===== src/rtl/fccw_pkg.sv =====
package fccw_pkg;

  localparam int unsigned TABLE_BYTES_DEF = 8192;
  localparam int unsigned MAX_CHAIN_DEF   = 64;

  localparam int unsigned CLUSTER_W   = 12;
  localparam int unsigned BYTE_ADDR_W = 13;
  localparam int unsigned BYTE_W      = 8;
  localparam int unsigned OFFSET_W    = 16;
  localparam int unsigned SECTOR_W    = 17;
  localparam int unsigned STEPS_W     = 7;

  localparam logic [OFFSET_W-1:0]  OFFSET_RESET = 16'd31;
  localparam logic [CLUSTER_W-1:0] END_OF_CHAIN = 12'hFFF;

  localparam logic OP_LOAD = 1'b0;
  localparam logic OP_WALK = 1'b1;

  typedef enum logic [3:0] {
    S_IDLE = 4'b0001,
    S_RD0  = 4'b0010,
    S_RD1  = 4'b0100,
    S_EMIT = 4'b1000
  } state_e;

  typedef struct packed {
    logic load;
    logic walk_begin;
    logic rd_hi;
    logic capture_lo;
    logic emit;
    logic last;
    logic trunc;
    logic advance;
  } cmd_t;

  typedef struct packed {
    logic end_of_chain;
    logic at_limit;
  } status_t;

endpackage


===== src/rtl/fccw_ctrl.sv =====
module fccw_ctrl (
  input  logic              clk_i,
  input  logic              rst_ni,
  input  logic              start_i,
  input  logic              operation_i,
  output logic              busy_o,
  input  fccw_pkg::status_t status_i,
  output fccw_pkg::cmd_t    cmd_o
);
  import fccw_pkg::*;

  state_e state_q, state_d;
  logic   last;

  assign last = status_i.end_of_chain || status_i.at_limit;

  always_comb begin
    state_d = state_q;
    cmd_o   = '0;
    case (state_q)
      S_IDLE: begin
        if (start_i) begin
          if (operation_i == OP_WALK) begin
            cmd_o.walk_begin = 1'b1;
            state_d          = S_RD0;
          end else begin
            cmd_o.load = 1'b1;
          end
        end
      end
      S_RD0: begin
        state_d = S_RD1;
      end
      S_RD1: begin
        cmd_o.rd_hi      = 1'b1;
        cmd_o.capture_lo = 1'b1;
        state_d          = S_EMIT;
      end
      S_EMIT: begin
        cmd_o.emit    = 1'b1;
        cmd_o.last    = last;
        cmd_o.trunc   = status_i.at_limit && !status_i.end_of_chain;
        cmd_o.advance = !last;
        state_d       = last ? S_IDLE : S_RD0;
      end
      default: begin
        state_d = S_IDLE;
      end
    endcase
  end

  always_ff @(posedge clk_i or negedge rst_ni) begin
    if (!rst_ni) begin
      state_q <= S_IDLE;
    end else begin
      state_q <= state_d;
    end
  end

  assign busy_o = (state_q != S_IDLE);

  a_emit_after_read: assert property (@(posedge clk_i) disable iff (!rst_ni)
    (state_q == S_EMIT) |-> $past(state_q == S_RD1))
    else $error("emit without both table reads");

  a_read_entry: assert property (@(posedge clk_i) disable iff (!rst_ni)
    (state_q == S_RD0) |-> $past(state_q == S_IDLE || state_q == S_EMIT))
    else $error("unexpected entry into first read");

  a_last_ends_walk: assert property (@(posedge clk_i) disable iff (!rst_ni)
    (cmd_o.emit && cmd_o.last) |=> (state_q == S_IDLE))
    else $error("walk continued after its last result");

endmodule


===== config.mk =====
export PLATFORM = sky130hd
export DESIGN_NAME = fccw_ctrl
export DESIGN_NICKNAME = d
export VERILOG_FILES = /design/src/rtl/fccw_pkg.sv /design/src/rtl/fccw_ctrl.sv
export SDC_FILE = /design/constraint.sdc
export NUM_CORES = 1
export LEC_CHECK = 0
export BUFFER_PORTS_ARGS = -buffer_cell sky130_fd_sc_hd__buf_2
export CORE_AREA = 2 2 39 41
export CTS_BUF_LIST = sky130_fd_sc_hd__clkbuf_16
export DETAILED_ROUTE_END_ITERATION = 8
export DIE_AREA = 0 0 41 43
export GPL_ROUTABILITY_DRIVEN = 0
export SKIP_CTS_REPAIR_TIMING = 1
export SLEW_MARGIN = 20
export SYNTH_ARGS = -nofsm -noshare
export SYNTH_HDL_FRONTEND = slang
export SYNTH_SLANG_ARGS = --single-unit

===== constraint.sdc =====
create_clock -name clk_i -period 1.7 [get_ports clk_i]
set_clock_uncertainty 0.2 [all_clocks]
set_input_delay 0.17 -clock clk_i [delete_from_list [all_inputs] [get_ports clk_i]]
set_output_delay 0.17 -clock clk_i [all_outputs]
set_load 0.01 [all_outputs]

==> impl_metrics.toml, run 1 <==
[run_status]
status = "finished, violations left"
violations = "setup timing"

[synthesis]
syn-cell-area_sq_um = 262
synth_area_leaders = "dfrtp_1, dfstp_2, nor4b_4, nor4b_1, a21oi_1"
syn_nets = 32
ys_warn_count = 0
seq_area_frac_synth_pct = 38.8
ys_ff_latch = 4
synth_simple_gate_area_share_pct = 41.6
synth_xor_area_share_pct = 3.35
synth_area_leader_cell = "dfrtp_1"
synth_mux_area_share_pct = 0
synth_compound_area_share_pct = 9.09
ys_types = 17
yosysTopAreaCellShare_pct = 28.7
synth_top_family_by_area = "simple AND/OR/NAND/NOR gates"
synth_cells = 26
avgSynthCellArea_sq_um = 10.1
synthAdderAreaFrac_pct = 0

[power_and_ir_drop]
leakage_nw = 0.248
ir_drop_mv = 0.971
total_power_mw = 0.623
power_density_mw_per_mm2 = 1380

[min_path]
worstHoldEndpoint = "state_q[1]$_DFFE_PN0P_"
hold_start = "operation_i"
worstHoldPathType = "primary input to register"
whs_path_depth = 3

[detailed_routing]
ant_nets = 0
drt_iter0_markers = 8
vias = 257
drt-pass1-iter-count = 3
drc = 0
vias_per_cell = 4.21
route.final.wire_length_microns = 532
wl_per_cell_microns = 8.72

[sta]
setup_viol_count_final = 3
slew_viol_final = 0
finalHoldViolCount = 0
layout_min_cycle_time_ns = 1.73
maxSlewHeadroom_pct = 76.5
rsz0062_at_grt = "yes"
setup_ws_ns = -0.0325
min_period_over_period_pct = 102
worst_pin_slew_ns = 0.347
fmax_ghz = 0.577

[clock_tree]
htreeDepth = 1
cts_made_buffers = 3
cts_tree = "built"
cts_root_buf = "clkbuf_16"
clock_latency_ns = 0.22
clock_sinks = 4
clk_path_buf_depth = 2
clk_pin_slew_ns = 0.03

[place]
portBuffers = 14
dp.cells = 55
dp_hpwl_microns = 397
post-place-ws_ns = 0.156
post_dp_cell_area_sq_um = 344

[critical_path]
path_class = "register to output pin"
reg2reg_to = "state_q[1]$_DFFE_PN0P_"
r2r_cells = 4
regToRegSetupSlack_ns = 0.26
arrival_ns = 1.36
critPathRequiredTime_ns = 1.33
cp_max_fo = 5
worst_r2r_startpoint = "state_q[0]$_DFFE_PN1P_"
startpoint_type = "register"
worst_setup_path_end_kind = "output pin"

[global_routing]
grt_pass1_wl_microns = 910
grt_use_total_pct = 7.74
grt_pass1_vias = 223
grt_overflow_total = 0
grt_max_degree = 7
grt_antenna_before_repair = 0

[cells_and_area]
final_cells = 61
drive_gt1_share_pct = 60.0
final_nets = 52
regMostFlops = "state_q"
syn2layout_area_growth_pct = 73.2
n_antenna_cell = 0
final_area_sq_um = 453
top_regs = "state_q x4"
largest_reg_flops = 4

[die]
coreArea_sq_mm = 0.00138
die_w_microns = 41
row_count = 14
initial_core_util_pct = 18.9
dieArea_sq_mm = 0.00176
die_h_microns = 43
io_pins = 15

[flow_run]
drv_cap = 0
[critical path, stage by stage (launching register included)]
cell and delay [ns]:
dfstp_2 0.56, nor4b_4 0.27, buf_4 0.18, inv_2 0.03
buf_6 0.10
[cells in the mapped netlist]
cell and n:
nor4b_2 1, buf_4 1, nor3_1 1, nor2_1 4, nand2_1 1, xor2_1 1
nand3b_2 1, dfstp_2 1, nor3b_1 1, inv_2 1, a21oi_1 3, nor4b_1 2
nand3_2 1, dfrtp_1 3, nor4b_4 1, o2bb2ai_1 1, inv_1 2
[cells by family (layout without fill, tap and decap cells)]
logic type             after synthesis  after routing
buffers and inverters                4             23
XOR/XNOR                             1              1
AO/OA/AOI/OAI                        4              4
AND/OR/NAND/NOR                     13             13
flip-flops                           4              4
[metal layers]
metal	wire (microns)	vias up	track usage, %	share of wire (%)
li1	-	129	-	-
met1	244	118	9.03	46
met2	245	10	10.3	46
met3	42	0	5.24	7.9
met4	0	0	4.00	0
met5	0	-	0	0
[power by group]
part	internal, mW	switching (mW)	total (mW)
combinational	0.0733	0.0536	0.127
sequential	0.111	0.0201	0.131
clock	0.303	0.0616	0.365
total	0.487	0.135	0.623
[how the worst max path moves through the flow]
| stage | start | endpoint | depth (start not counted) |
|---|---|---|---|
| CTS | state_q[3]$_DFFE_PN0P_ | cmd_o[6] | 4 |
| global placement | state_q[0]$_DFFE_PN1P_ | cmd_o[6] | 4 |
| detailed placement | state_q[0]$_DFFE_PN1P_ | cmd_o[6] | 4 |
| global route | state_q[2]$_DFFE_PN0P_ | cmd_o[5] | 2 |
| floorplan | state_q[1]$_DFFE_PN0P_ | cmd_o[5] | 2 |
| finish | state_q[0]$_DFFE_PN1P_ | busy_o | 4 |
[final cells by class]
type	instances	area [sq um]
Timing Repair Buffer	16	93.8
Clock inverter	1	3.75
Multi-Input combinational cell	18	146
Fill cell	143	931
Sequential cell	4	103
Tap cell	16	20.0
Clock buffer	3	75.1
Inverter	3	11.3
[through the flow]
stage	setup TNS, ns	utilization (%)	hold slack [ns]
after global placement	0	24.9	-0.223
after global routing	-0.641	32.7	0.0500
final	-0.0699	32.7	0.0297
after detailed placement	0	24.9	-0.220
after CTS	-0.187	30.6	-0.456
after floorplan	0	-	-0.326
[cell usage in the layout, fill, tap and decap left out]
master         instances
a21oi_1                3
buf_2                 13
buf_4                  1
buf_6                  1
clkbuf_16              3
dfrtp_1                2
dfrtp_2                1
dfstp_2                1
dlygate4sd3_1          1
inv_1                  2
inv_2                  2
nand2_1                1
nand3_2                1
nand3b_2               1
nor2_1                 4
nor3_1                 1
nor3b_2                1
nor4b_1                2
nor4b_2                1
nor4b_4                1
o2bb2ai_1              1
xor2_1                 1
(Power assumes the default switching activity.)
==> inputs of run 2 (changes only) <==
MAX_ROUTING_LAYER = met4   (was default)
==> impl_metrics.toml, run 2 (synthesis gave the netlist of run 1 again) <==
[run_status]
status = "finished, violations left"
violations = "setup timing"

[power_and_ir_drop]
leakage_nw = 0.248
power_density_mw_per_mm2 = 1380
total_power_mw = 0.623
ir_drop_mv = 0.971

[die]
dieArea_sq_mm = 0.00176
io_pins = 15
row_count = 14
die_h_microns = 43
initial_core_util_pct = 18.9
die_w_microns = 41
coreArea_sq_mm = 0.00138

[cells_and_area]
syn2layout_area_growth_pct = 73.2
top_regs = "state_q x4"
drive_gt1_share_pct = 60.0
layout_commonest_cell = "buf_2"
regMostFlops = "state_q"
final_cell_mix = "buf_2, nor2_1, a21oi_1, clkbuf_16"
largest_reg_flops = 4
final_nets = 52
n_antenna_cell = 0
final_util_pct = 32.7

[critical_path]
startpoint = "state_q[0]$_DFFE_PN1P_"
arrival_ns = 1.36
reg2reg_to = "state_q[1]$_DFFE_PN0P_"
worst_r2r_startpoint = "state_q[0]$_DFFE_PN1P_"
startpoint_type = "register"
worst_setup_path_end_kind = "output pin"
setup.worst_path.end = "busy_o"
regToRegSetupSlack_ns = 0.26
path_class = "register to output pin"
critPathRequiredTime_ns = 1.33
cp_max_fo = 5
r2r_cells = 4

[sta]
finalHoldViolCount = 0
setup_viol_count_final = 3
setup_ws_ns = -0.0331
worst_pin_slew_ns = 0.347
fmax_ghz = 0.577
setup-tns-final_ns = -0.0706
slew_viol_final = 0
layout_min_cycle_time_ns = 1.73
maxSlewHeadroom_pct = 76.5
rsz0062_at_grt = "yes"
min_period_over_period_pct = 102

[detailed_routing]
drt-pass1-iter-count = 3
ant_nets = 0
drt_iter0_markers = 8
drc = 0
wl_per_cell_microns = 8.72
vias_per_cell = 4.21
vias = 257
route.final.wire_length_microns = 532

[clock_tree]
clock_latency_ns = 0.22
clock_sinks = 4
cts_made_buffers = 3
cts_root_buf = "clkbuf_16"
clk_path_buf_depth = 2
htreeDepth = 1
clk_pin_slew_ns = 0.03
cts_tree = "built"

[global_routing]
grt_overflow_total = 0
grt_pass1_wl_microns = 910
grt_antenna_before_repair = 0
grt_pass1_vias = 223
grt_use_total_pct = 7.93
grt_max_degree = 7

[flow_run]
drv_cap = 0

[place]
post-place-ws_ns = 0.156
dp_hpwl_microns = 397
portBuffers = 14

[min_path]
hold_start = "operation_i"
worstHoldPathType = "primary input to register"
[run 2: per-stage QoR]
| stage | hold WS [ns] | cells | instance area [sq um] |
|---|---|---|---|
| after floorplan | -0.326 | 26 | 262 |
| after global placement | -0.223 | 55 | 344 |
| after detailed placement | -0.220 | 55 | 344 |
| after CTS | -0.456 | 59 | 423 |
| after global routing | 0.0500 | 61 | 453 |
| final | 0.0297 | 61 | 453 |
[run 2: area by class of cell]
class                   instances  area [sq um]
inverters                       3          11.3
multi-input cells              18           146
flip-flops and latches          4           103
fillers                       143           931
clock buffers                   3          75.1
repair buffers                 16          93.8
well taps                      16          20.0
clock inverters                 1          3.75
[run 2: critical path, cell delays in order (launching register included)]
cell     delay, ns
dfstp_2       0.56
nor4b_4       0.27
buf_4         0.18
inv_2         0.03
buf_6         0.10
[run 2: worst min path at each step]
| stage | endpoint | slack (ns) | depth (start not counted) |
|---|---|---|---|
| 2_1_floorplan | state_q[1]$_DFFE_PN0P_ | -0.33 | 0 |
| 3_5_place_dp | state_q[3]$_DFFE_PN0P_ | -0.22 | 1 |
| 3_3_place_gp | state_q[3]$_DFFE_PN0P_ | -0.22 | 1 |
| 4_1_cts | state_q[3]$_DFFE_PN0P_ | -0.46 | 1 |
| 5_1_grt | state_q[1]$_DFFE_PN0P_ | 0.05 | 3 |
| 6_report | state_q[1]$_DFFE_PN0P_ | 0.03 | 3 |
[run 2: power breakdown]
part	leakage, nW	internal [mW]	switching (mW)
registers	0.0501	0.111	0.0201
logic	0.155	0.0733	0.0538
clock network	0.0423	0.303	0.0616
[run 2: routing by layer]
metal  part of all wire [%]  track usage (%)
met3                    7.3             4.71
met4                      0             4.00
met5                      0                -
met2                     46             10.3
met1                     46             9.35
